File: src/hdl/fvd_pkg.sv
// ----------------------------------------------------------------------------
// fvd_pkg
// Types, operation codes and default sizes shared by the dedup fifo files.
// ----------------------------------------------------------------------------
package fvd_pkg;

   localparam int DEPTH_DEFAULT     = 16;
   localparam int WORD_BITS_DEFAULT = 32;

   // operation codes; code three is a no-op
   localparam logic [1:0] OP_ENQUEUE = 2'd0;
   localparam logic [1:0] OP_DEQUEUE = 2'd1;
   localparam logic [1:0] OP_DEDUP   = 2'd2;
   localparam logic [1:0] OP_NOP     = 2'd3;

   typedef struct packed {
      logic [1:0]         operation;
      logic signed [31:0] value;
   } req_type;

   typedef struct packed {
      logic signed [31:0] popped_value;
      logic [3:0]         removed_count;
      logic [4:0]         occupancy;
      logic               is_empty;
      logic signed [31:0] head_value;
      logic               overflow;
   } rsp_type;

   // strobes from the dedup walker to the top level
   typedef struct packed {
      logic rd_en;
      logic wr_en;
      logic done;
   } walk_ctl_type;

endpackage

File: src/hdl/fvd_ram.sv
// ----------------------------------------------------------------------------
// fvd_ram
// Generic single write port, single read port RAM with registered read data.
// ----------------------------------------------------------------------------
module fvd_ram #(
   parameter int WIDTH = 32,
   parameter int DEPTH = 16
) (
   input  logic                     clock,
   input  logic                     wr_en,
   input  logic [$clog2(DEPTH)-1:0] wr_addr,
   input  logic [WIDTH-1:0]         wr_data,
   input  logic                     rd_en,
   input  logic [$clog2(DEPTH)-1:0] rd_addr,
   output logic [WIDTH-1:0]         rd_data
);

   logic [WIDTH-1:0] mem [DEPTH];
   logic [WIDTH-1:0] rd_data_ff;

   always_ff @(posedge clock) begin
      if (wr_en) begin
         mem[wr_addr] <= wr_data;
      end
      if (rd_en) begin
         rd_data_ff <= mem[rd_addr];
      end
   end

   assign rd_data = rd_data_ff;

endmodule

File: src/hdl/fvd_walk.sv
// ----------------------------------------------------------------------------
// fvd_walk
// Dedup walker: reads the queue from the head one entry a cycle and writes
// back every kept entry at the next compacted offset.
// ----------------------------------------------------------------------------
module fvd_walk #(
   parameter int DEPTH     = 16,
   parameter int WORD_BITS = 32
) (
   input  logic                             clock,
   input  logic                             reset,
   input  logic                             go,
   input  logic [$clog2(DEPTH+1)-1:0]       total,
   input  logic [WORD_BITS-1:0]             match,
   input  logic [WORD_BITS-1:0]             rd_data,
   output logic [$clog2(DEPTH)-1:0]         rd_off,
   output logic [$clog2(DEPTH)-1:0]         wr_off,
   output logic [WORD_BITS-1:0]             wr_data,
   output logic [$clog2(DEPTH+1)-1:0]       kept,
   output logic [$clog2(DEPTH+1)-1:0]       removed,
   output fvd_pkg::walk_ctl_type            ctl
);
   import fvd_pkg::*;

   localparam int AW = $clog2(DEPTH);
   localparam int CW = $clog2(DEPTH+1);

   logic                 active_ff, active_in;
   logic                 pend_ff, pend_in;
   logic                 seen_ff, seen_in;
   logic                 done_ff, done_in;
   logic [CW-1:0]        rd_cnt_ff, rd_cnt_in;
   logic [CW-1:0]        proc_cnt_ff, proc_cnt_in;
   logic [CW-1:0]        kept_ff, kept_in;
   logic [CW-1:0]        removed_ff, removed_in;
   logic [CW-1:0]        total_ff;
   logic [WORD_BITS-1:0] match_ff;
   logic                 rd_en;
   logic                 hit;
   logic                 keep;
   logic                 last;

   assign rd_en = active_ff && (rd_cnt_ff < total_ff);
   assign hit   = (rd_data == match_ff);
   assign keep  = !(hit && seen_ff);
   assign last  = pend_ff && (proc_cnt_ff == total_ff - CW'(1));

   always_comb begin
      active_in   = active_ff;
      rd_cnt_in   = rd_cnt_ff;
      proc_cnt_in = proc_cnt_ff;
      kept_in     = kept_ff;
      removed_in  = removed_ff;
      seen_in     = seen_ff;
      pend_in     = rd_en;
      done_in     = last;
      if (go) begin
         active_in   = 1'b1;
         rd_cnt_in   = '0;
         proc_cnt_in = '0;
         kept_in     = '0;
         removed_in  = '0;
         seen_in     = 1'b0;
      end else begin
         if (rd_en) begin
            rd_cnt_in = rd_cnt_ff + CW'(1);
         end
         if (pend_ff) begin
            proc_cnt_in = proc_cnt_ff + CW'(1);
            if (keep) begin
               kept_in = kept_ff + CW'(1);
            end else begin
               removed_in = removed_ff + CW'(1);
            end
            if (hit) begin
               seen_in = 1'b1;
            end
         end
         if (last) begin
            active_in = 1'b0;
         end
      end
   end

   always_ff @(posedge clock) begin
      if (reset) begin
         active_ff <= 1'b0;
         pend_ff   <= 1'b0;
         done_ff   <= 1'b0;
      end else begin
         active_ff <= active_in;
         pend_ff   <= pend_in;
         done_ff   <= done_in;
      end
      rd_cnt_ff   <= rd_cnt_in;
      proc_cnt_ff <= proc_cnt_in;
      kept_ff     <= kept_in;
      removed_ff  <= removed_in;
      seen_ff     <= seen_in;
      if (go) begin
         total_ff <= total;
         match_ff <= match;
      end
   end

   // writes trail reads, so a write never hits the entry being read
   assign rd_off    = rd_cnt_ff[AW-1:0];
   assign wr_off    = kept_ff[AW-1:0];
   assign wr_data   = rd_data;
   assign kept      = kept_ff;
   assign removed   = removed_ff;
   assign ctl.rd_en = rd_en;
   assign ctl.wr_en = pend_ff && keep;
   assign ctl.done  = done_ff;

endmodule

File: src/hdl/fifo_with_value_dedup_top.sv
// ----------------------------------------------------------------------------
// fifo_with_value_dedup_top
// Bounded fifo of words in a RAM with enqueue, dequeue and removal of later
// duplicates of a value.
// ----------------------------------------------------------------------------
// An operation is taken when start is high and busy is low; its single result
// appears on rsp_data with rsp_strobe high for one cycle, the cycle after the
// operation completes, and must be captured then since it cannot be held off.
// Enqueue, a dequeue that leaves the queue empty or finds it empty, the no-op
// code and a dedup on fewer than two words each complete without raising busy.
// A dequeue that leaves words behind raises busy in S_DEQ, waiting on the RAM
// read of the new head. During a dedup the walker reads one entry per cycle
// through the single read port and writes kept entries back behind it.
// A result may be on the port in the cycle a new operation is taken.
module fifo_with_value_dedup_top #(
   parameter int DEPTH     = fvd_pkg::DEPTH_DEFAULT,
   parameter int WORD_BITS = fvd_pkg::WORD_BITS_DEFAULT
) (
   input  logic             clock,
   input  logic             reset,
   input  logic             start,
   output logic             busy,
   input  fvd_pkg::req_type req_data,
   output logic             rsp_strobe,
   output fvd_pkg::rsp_type rsp_data
);
   import fvd_pkg::*;

   localparam int AW = $clog2(DEPTH);
   localparam int CW = $clog2(DEPTH+1);
   localparam int SW = CW + 1;
   localparam logic [CW-1:0] FULL = CW'(DEPTH);

   typedef enum logic [1:0] {
      S_IDLE,
      S_DEQ,
      S_WALK
   } state_type;

   state_type            state_ff;
   logic [AW-1:0]        head_ff;
   logic [AW-1:0]        tail_ff;
   logic [CW-1:0]        count_ff;
   logic [WORD_BITS-1:0] head_word_ff;
   logic [WORD_BITS-1:0] popped_ff;
   logic                 rsp_strobe_ff;
   rsp_type              rsp_ff;

   logic                 accept;
   logic [WORD_BITS-1:0] in_word;
   logic [AW-1:0]        head_next;
   logic [AW-1:0]        tail_next;
   logic [CW-1:0]        count_dec;

   logic                 ram_wr_en;
   logic [AW-1:0]        ram_wr_addr;
   logic [WORD_BITS-1:0] ram_wr_data;
   logic                 ram_rd_en;
   logic [AW-1:0]        ram_rd_addr;
   logic [WORD_BITS-1:0] ram_rd_data;

   logic                 walk_go;
   logic [AW-1:0]        walk_rd_off;
   logic [AW-1:0]        walk_wr_off;
   logic [WORD_BITS-1:0] walk_wr_data;
   logic [CW-1:0]        walk_kept;
   logic [CW-1:0]        walk_removed;
   walk_ctl_type         walk_ctl;

   function automatic logic [AW-1:0] add_wrap(logic [AW-1:0] base, logic [CW-1:0] off);
      logic [SW-1:0] s;
      s = SW'(base) + SW'(off);
      if (s >= SW'(DEPTH)) begin
         s = s - SW'(DEPTH);
      end
      return s[AW-1:0];
   endfunction

   function automatic logic [WORD_BITS-1:0] fit_word(logic [31:0] x);
      logic [63:0] t;
      t = 64'(x);
      return t[WORD_BITS-1:0];
   endfunction

   function automatic logic signed [31:0] to_field(logic [WORD_BITS-1:0] w);
      logic [63:0] t;
      t = 64'(w);
      return $signed(t[31:0]);
   endfunction

   assign accept    = start && (state_ff == S_IDLE);
   assign in_word   = fit_word(req_data.value);
   assign head_next = add_wrap(head_ff, CW'(1));
   assign tail_next = add_wrap(tail_ff, CW'(1));
   assign count_dec = count_ff - CW'(1);
   assign walk_go   = accept && (req_data.operation == OP_DEDUP) && (count_ff > CW'(1));

   // ram port steering: the walker owns both ports while it runs
   always_comb begin
      if (state_ff == S_WALK) begin
         ram_wr_en   = walk_ctl.wr_en;
         ram_wr_addr = add_wrap(head_ff, CW'(walk_wr_off));
         ram_wr_data = walk_wr_data;
         ram_rd_en   = walk_ctl.rd_en;
         ram_rd_addr = add_wrap(head_ff, CW'(walk_rd_off));
      end else begin
         ram_wr_en   = accept && (req_data.operation == OP_ENQUEUE) && (count_ff != FULL);
         ram_wr_addr = tail_ff;
         ram_wr_data = in_word;
         ram_rd_en   = accept && (req_data.operation == OP_DEQUEUE) && (count_ff > CW'(1));
         ram_rd_addr = head_next;
      end
   end

   fvd_ram #(
      .WIDTH (WORD_BITS),
      .DEPTH (DEPTH)
   ) u_ram (
      .clock   (clock),
      .wr_en   (ram_wr_en),
      .wr_addr (ram_wr_addr),
      .wr_data (ram_wr_data),
      .rd_en   (ram_rd_en),
      .rd_addr (ram_rd_addr),
      .rd_data (ram_rd_data)
   );

   fvd_walk #(
      .DEPTH     (DEPTH),
      .WORD_BITS (WORD_BITS)
   ) u_walk (
      .clock   (clock),
      .reset   (reset),
      .go      (walk_go),
      .total   (count_ff),
      .match   (in_word),
      .rd_data (ram_rd_data),
      .rd_off  (walk_rd_off),
      .wr_off  (walk_wr_off),
      .wr_data (walk_wr_data),
      .kept    (walk_kept),
      .removed (walk_removed),
      .ctl     (walk_ctl)
   );

   always_ff @(posedge clock) begin
      if (reset) begin
         state_ff      <= S_IDLE;
         head_ff       <= '0;
         tail_ff       <= '0;
         count_ff      <= '0;
         rsp_strobe_ff <= 1'b0;
      end else begin
         rsp_strobe_ff        <= 1'b0;
         rsp_ff.popped_value  <= '0;
         rsp_ff.removed_count <= '0;
         rsp_ff.overflow      <= 1'b0;
         rsp_ff.occupancy     <= 5'(count_ff);
         rsp_ff.is_empty      <= (count_ff == '0);
         rsp_ff.head_value    <= (count_ff == '0) ? '0 : to_field(head_word_ff);
         unique case (state_ff)
            S_IDLE: begin
               if (accept) begin
                  rsp_strobe_ff <= 1'b1;
                  unique case (req_data.operation)
                     OP_ENQUEUE: begin
                        if (count_ff == FULL) begin
                           rsp_ff.overflow <= 1'b1;
                        end else begin
                           tail_ff          <= tail_next;
                           count_ff         <= count_ff + CW'(1);
                           rsp_ff.occupancy <= 5'(count_ff + CW'(1));
                           rsp_ff.is_empty  <= 1'b0;
                           if (count_ff == '0) begin
                              head_word_ff      <= in_word;
                              rsp_ff.head_value <= to_field(in_word);
                           end
                        end
                     end
                     OP_DEQUEUE: begin
                        if (count_ff != '0) begin
                           popped_ff           <= head_word_ff;
                           rsp_ff.popped_value <= to_field(head_word_ff);
                           head_ff             <= head_next;
                           count_ff            <= count_dec;
                           rsp_ff.occupancy    <= 5'(count_dec);
                           if (count_dec == '0) begin
                              tail_ff           <= head_next;
                              rsp_ff.is_empty   <= 1'b1;
                              rsp_ff.head_value <= '0;
                           end else begin
                              // result waits for the new head word
                              rsp_strobe_ff <= 1'b0;
                              state_ff      <= S_DEQ;
                           end
                        end
                     end
                     OP_DEDUP: begin
                        if (walk_go) begin
                           rsp_strobe_ff <= 1'b0;
                           state_ff      <= S_WALK;
                        end
                     end
                     OP_NOP: begin
                     end
                     default: begin
                     end
                  endcase
               end
            end
            S_DEQ: begin
               head_word_ff        <= ram_rd_data;
               rsp_strobe_ff       <= 1'b1;
               rsp_ff.popped_value <= to_field(popped_ff);
               rsp_ff.head_value   <= to_field(ram_rd_data);
               state_ff            <= S_IDLE;
            end
            S_WALK: begin
               // the head entry is always kept, so the head word stands
               if (walk_ctl.done) begin
                  count_ff             <= walk_kept;
                  tail_ff              <= add_wrap(head_ff, walk_kept);
                  rsp_strobe_ff        <= 1'b1;
                  rsp_ff.removed_count <= 4'(walk_removed);
                  rsp_ff.occupancy     <= 5'(walk_kept);
                  rsp_ff.is_empty      <= (walk_kept == '0);
                  state_ff             <= S_IDLE;
               end
            end
            default: begin
               state_ff <= S_IDLE;
            end
         endcase
      end
   end

   assign busy       = (state_ff != S_IDLE);
   assign rsp_strobe = rsp_strobe_ff;
   assign rsp_data   = rsp_ff;

   a_count_bound: assert property (@(posedge clock) disable iff (reset)
      count_ff <= FULL)
      else $error("occupancy above depth");

   a_no_rw_collide: assert property (@(posedge clock) disable iff (reset)
      (ram_wr_en && ram_rd_en) |-> (ram_wr_addr != ram_rd_addr))
      else $error("ram read and write to the same entry");

   a_accept_progress: assert property (@(posedge clock) disable iff (reset)
      accept |=> (rsp_strobe || busy))
      else $error("transfer accepted but neither result nor busy");

   a_walk_only_in_walk: assert property (@(posedge clock) disable iff (reset)
      walk_ctl.done |-> (state_ff == S_WALK))
      else $error("walker done outside dedup");

endmodule
File: config.mk
export PLATFORM = sky130hd
export DESIGN_NAME = fifo_with_value_dedup_top
export DESIGN_NICKNAME = d
export VERILOG_FILES = /design/src/hdl/fvd_pkg.sv /design/src/hdl/fvd_ram.sv /design/src/hdl/fvd_walk.sv /design/src/hdl/fifo_with_value_dedup_top.sv
export SDC_FILE = /design/constraint.sdc
export NUM_CORES = 1
export LEC_CHECK = 0
export ABC_AREA = 1
export BUFFER_PORTS_ARGS = -buffer_cell sky130_fd_sc_hd__buf_2
export CORE_MARGIN = 2
export CORE_UTILIZATION = 35
export CTS_CLUSTER_DIAMETER = 50
export DETAILED_ROUTE_END_ITERATION = 10
export PLACE_DENSITY = 0.61
export SLEW_MARGIN = 40
export SYNTH_ARGS = -nofsm -noshare
export SYNTH_HDL_FRONTEND = slang
export SYNTH_SLANG_ARGS = --single-unit
File: constraint.sdc
create_clock -name clock -period 3.9 [get_ports clock]
set_input_delay 0.585 -clock clock [delete_from_list [all_inputs] [get_ports clock]]
set_output_delay 0.585 -clock clock [all_outputs]
set_load 0.01 [all_outputs]
# Yosys cells after proc, flatten, opt, wreduce, memory -nomap -nowiden
# Memories as Yosys holds them, arrays and structs flattened. A register that Yosys moved wholly into a read port is not among the register bits.
# Index checks and enable logic that the tools add are counted.
# Widths: inputs -> output; s select.
# op_classes
mux	62
n_bitwise	2
n_reduce_logical	33
add_sub_neg	17
n_lt_le_gt_ge	7
n_eq_ne	20
# ops
cell	n
$mux 32	10
$pmux 32 s2	3
$mux 38	2
$pmux 38 s2	1
$mux 4	12
$mux 39	1
$mux 33	1
$eq 32x32->1	1
$add 5x1->5 const B	5
$ge 5x5->1 const B	4
$mux 5	4
$pmux 5 s2	2
$sub 4x1->4 const B	5
$reduce_and 6->1	3
$pmux 4 s2	2
$logic_not 5->1	3
$mux 1	13
$pmux 6 s2	1
$logic_and 1x1->1	11
$add 4x1->5 const B	2
$add 4x4->5	2
$mux 2	5
$sub 5x1->5 const B	2
$ne 3x2->1 const B	3
27 further kinds	43
# word_totals
ram_bits	512
n_memories	1
regBits	216
# mem_list
name	depth	width	read_ports	rd_ports_with_merged_regs	write_ports	line_no	rtl
u_ram.mem	16	32	1	1	1	fvd_ram.sv:18	logic [WIDTH-1:0] mem [DEPTH];

# Logic depth before layout (Yosys ltp)
# logic_depth
depth_word	8
depth_mapped	13

# Cells and area by module
# Synthesis repeated with hierarchy kept, for this count alone.
# unflattened
hier_cells	3503
area_unflattened_um2	34911.0
# modules_own_cells
mod	cells_each	area_per_inst_um2	n_inst
fvd_ram	2120	23050.9	1
fifo_with_value_dedup_top	902	8130.3	1
fvd_walk	481	3729.8	1

# Least setup slack after synthesis
# No wires, ideal clock.
# synth_path
path_kind	input-to-reg
start	in req_data[32] (netlist name)
end	reg head_word_ff[0] (enable)
setup_time_ps	461
t_arrival_ps	3304
path_slack_ps	134
cell_stages	5
path_buffers	1
cell_sequence	inv_1 -> ha_1 -> clkbuf_1 -> a21oi_1 -> nor3_1
# synth_between
elab_chain_cells	3
# synth_lines
element	line_no	rtl
start, declared	fifo_with_value_dedup_top.sv:23	input fvd_pkg::req_type req_data,
$logic_not 2->1	fifo_with_value_dedup_top.sv:165	unique case (req_data.operation)
$ne 2x1->1 (no line)	--	
$reduce_and 6->1 (no line)	--	
end signal, assigned	fifo_with_value_dedup_top.sv:175	head_word_ff <= in_word;
end signal, assigned	fifo_with_value_dedup_top.sv:212	head_word_ff <= ram_rd_data;
end, declared	fifo_with_value_dedup_top.sv:44	logic [WORD_BITS-1:0] head_word_ff;
# Every way passes these cells.
# A chain may end at the register's enable or synchronous reset.

# Final worst setup path
# layout_path
start	reg u_ram.rd_data_ff[13] (netlist: u_ram.rd_data[13]), read port of u_ram.mem
end	mem u_ram.mem[4][13] (enable)
# layout_between
elab_chain_cells	7
# layout_lines
element	line_no	rtl
start, declared	fvd_ram.sv:19	logic [WIDTH-1:0] rd_data_ff;
$eq 32x32->1	fvd_walk.sv:44	assign hit = (rd_data == match_ff);
$logic_and 1x1->1	fvd_walk.sv:45	assign keep = !(hit && seen_ff);
$logic_not 1->1	fvd_walk.sv:45	
$logic_and 1x1->1	fvd_walk.sv:113	assign ctl.wr_en = pend_ff && keep;
$mux 1	fifo_with_value_dedup_top.sv:100	if (state_ff == S_WALK) begin
$mux 1	fvd_ram.sv:22	if (wr_en) begin
$mux 1 (implied by the code)	fvd_ram.sv:23	mem[wr_addr] <= wr_data;
end, declared	fvd_ram.sv:18	
# Every way passes these cells.

==> results by group <==
Status
  – Status: complete, no violations

Synth
  – Asr flop ratio synth: 0%
  – Yosys cell types: 45
  – Seq/Total Area, Yosys: 70.2%
  – Largest family of logic cells by synthesized area: compound AO/OA/AOI/OAI gates
  – Ys flop type: edfxtp_1
  – Synth area leaders: edfxtp_1 68%, o21ai_0 5.7%, nand2_1 4.9%
  – Yosys top cell area share: 67.8%
  – Post-Syn Nets: 2,763
  – Synth Instances: approximately 2,700
  – Synth area leader: edfxtp_1
  – Post-Synth Simple-Gate Area: between 10 and 15%
  – Mux cell area share after synthesis: 0.0314%
  – Post-synthesis xor/xnor area fraction: 1.48%
  – Post-Syn Area: about 32,000 sq um
  – Mean Syn Cell Area: 11.8 sq um
  – Yosys reg bits: about 760
  – Post-synth EDFFs: 720
  – Post-synthesis adder-cell area fraction: 1.15%
  – Yosys warning count: 0
  – Compound-gate portion of the synthesized area: 12.0%

CTS
  – Setup Buffers After CTS: 0
  – Cts repair resizes: 0
  – Reg clk slew, reported paths: ~0.060 ns
  – Num CTS Buffers: 86
  – Later-pin clock latency in the skew report: between 0.6 and 0.7 ns
  – CTS tree: yes
  – CTS Buffer Depth: 3
  – CTS sink cnt: 759
  – Post-cts hold buffer count: 0
  – H-tree depth reported by CTS: 3
  – Clock Root Buffer: clkbuf_16

Run
  – Max cap viols: 0

Routing
  – DR WL/cell: ~21 um
  – Drt total wl: approximately 84,000 um
  – First drt pass iteration count: 5
  – Total number of vias: roughly 21,000
  – Initial drt markers: about 2,500
  – Antenna Nets Post-Route: 0
  – Vias/cell: ~5.2
  – DRC: 0

Floorplan
  – Initial Util: 35.4%
  – Die width: 306 um
  – Core Box Area: 90,100 sq um
  – Die area: 93,600 sq um
  – I/O pins: 114
  – Num rows: between 100 and 150
  – Die Y: 306 um

Layout
  – Most common library cell in the layout ignoring fill and taps: edfxtp_1
  – Reg area: between 20,000 and 25,000 sq um
  – Layout cell share with drive strength beyond 1: 12.4%
  – Area of the multi-input gates: between 8000 and 9000 sq um
  – Layout fillers: 8,340
  – Final nets: slightly below 3,000
  – Area grow syn2layout: 16.7%
  – Most frequent cells in the layout: 720 x edfxtp_1, 415 x nand2_1, 364 x o21ai_0
  – Final std cells w/o fill: between 4,000 and 5,000

Power
  – VDD IR max: 0.000306 V
  – Pwr dens: 528 nW/um^2
  – P_leak: 0.0129 uW

Timing
  – Final hold viol count: 0
  – Skew final: 0.0229 ns
  – RSZ-0062 raised after global routing: false
  – Slew Limit Headroom: between 40% and 50%
  – Worst-Margin Slew: 0.798 ns
  – Worst hold slack: 0.174 ns
  – Setup TNS: 0 ns
  – # setup viols final: 0
  – Max Fclk: 0.298 GHz
  – Period minus WS final: 3.36 ns
  – Max Transition Viols Final: 0
  – Fin crit share: 86.1%

Setup path
  – CP most frequent cell: nand2_1
  – Crit-path max FO: 17
  – Worst Setup End Kind: flop
  – Setup CP Type: reg2reg
  – Top delay family on crit path: simple AND/OR/NAND/NOR gates
  – Worst EP required: between 4 and 5 ns
  – Worst path slowest cell: nor2_4
  – Critical path launch point type: flop
  – Worst path bufs/invs: 1
  – CP cell instances: xnor2_1 > nand2_1 > nor2_1 > nand2_1 > nor2_1 > nand3_1 > nand3_1 > nand2_1 > nand2_1 > nor2_4 > buf_4
  – Worst path max stage delay: 0.63 ns
  – CP arrival: 3.64 ns

Global routing
  – Global-route wire length before repair: 127,000 um
  – Met2 Use GR: 27.6%
  – Initial antenna violation count: 1
  – Vias in the first global route: 20,300
  – Met1 Track Usage GR: 25.2%
  – GRT Total Usage: 17.6%
  – Largest net degree at the start of global routing: between 100 and 150
  – Grt total ovfl: 0
  – Most Crowded Layer GR: met2
  – Met3 Resource Use GR: 2.87%

Place
  – Detailed Place HPWL: 53,200 um
  – Routability cong.: between 0.8 and 0.9
  – Cells after DPL: 3,921
  – Port Buf Inserts: about 110

Hold path
  – HP Class: in2reg
[path summary, 6_finish.rpt]
check	startpoint	endpoint	slack, ns	cells after the start
worst min register to register	head_word_ff[4]	popped_ff[4]	0.45	0
worst max register to register	u_ram.rd_data[13]	u_ram.mem[4][13]	0.54	11
worst min-delay path	req_data[11]	u_walk.match_ff[11]	0.17	1
worst max-delay path	u_ram.rd_data[13]	u_ram.mem[4][13]	0.54	11
[cells in the mapped netlist, types with 23 or more instances]
cell	n
edfxtp_1	720
nand2_1	415
nor2_1	372
o21ai_0	364
inv_1	133
nand3_1	100
clkbuf_1	77
o221ai_1	69
o211ai_1	67
buf_2	62
a21oi_1	59
dfxtp_1	39
o22ai_1	35
xor2_1	28
ha_1	26
xnor2_1	26
o21ai_1	23
[report_power, final]
group	total [uW]	internal (uW)	switching, uW
Sequential	9480	9280	201
Clock	7820	4530	3300
Combinational	2360	728	1640
Total	19700	14500	5130
[per-layer routing]
layer  part of all wire, %  vias to the layer above
li1                      -                     9992
met2                    45                      835
met4                   2.3                        0
met3                   7.4                      115
met1                    45                    10400
met5                     0                        -
[logic make-up after synthesis]
family | Yosys count
AND/OR/NAND/NOR | 915
flip-flops | 759
AO/OA/AOI/OAI | 651
buffers and inverters | 290
XOR/XNOR | 54
adder cells (fa/ha/maj) | 28
multiplexers | 1
[layout make-up]
class | instances | share of cell area, %
diodes | 1 | 0.00672
clock buffers | 100 | 5.98
clock inverters | 51 | 1.37
inverters | 141 | 1.45
multi-input cells | 1649 | 22.9
flip-flops and latches | 759 | 60.2
well taps | 1176 | 3.95
repair buffers | 196 | 4.17
[stage by stage]
step	area, sq um	worst slack (ns)	total power [uW]	util (%)
after floorplan	31900	0.134	11100	-
after global placement	34100	0.486	12000	37.9
after detailed placement	34500	0.496	12000	38.3
after CTS	37200	0.537	19800	41.3
after global routing	37200	0.347	20400	41.3
final	37200	0.543	19700	41.3
[sequential cells by signal (all words and copies together), names as in the netlist, 5 cells and up]
| signal | count |
|---|---|
| u_walk.match_ff | 32 |
| u_ram.rd_data | 32 |
| head_word_ff | 32 |
| rsp_data | 75 |
| u_walk.proc_cnt_ff | 5 |
| u_walk.kept | 5 |
| popped_ff | 32 |
| u_ram.mem | 512 |
| u_walk.total_ff | 5 |
| u_walk.rd_cnt_ff | 5 |
| count_ff | 5 |
Power figures use the tool's default switching activity.
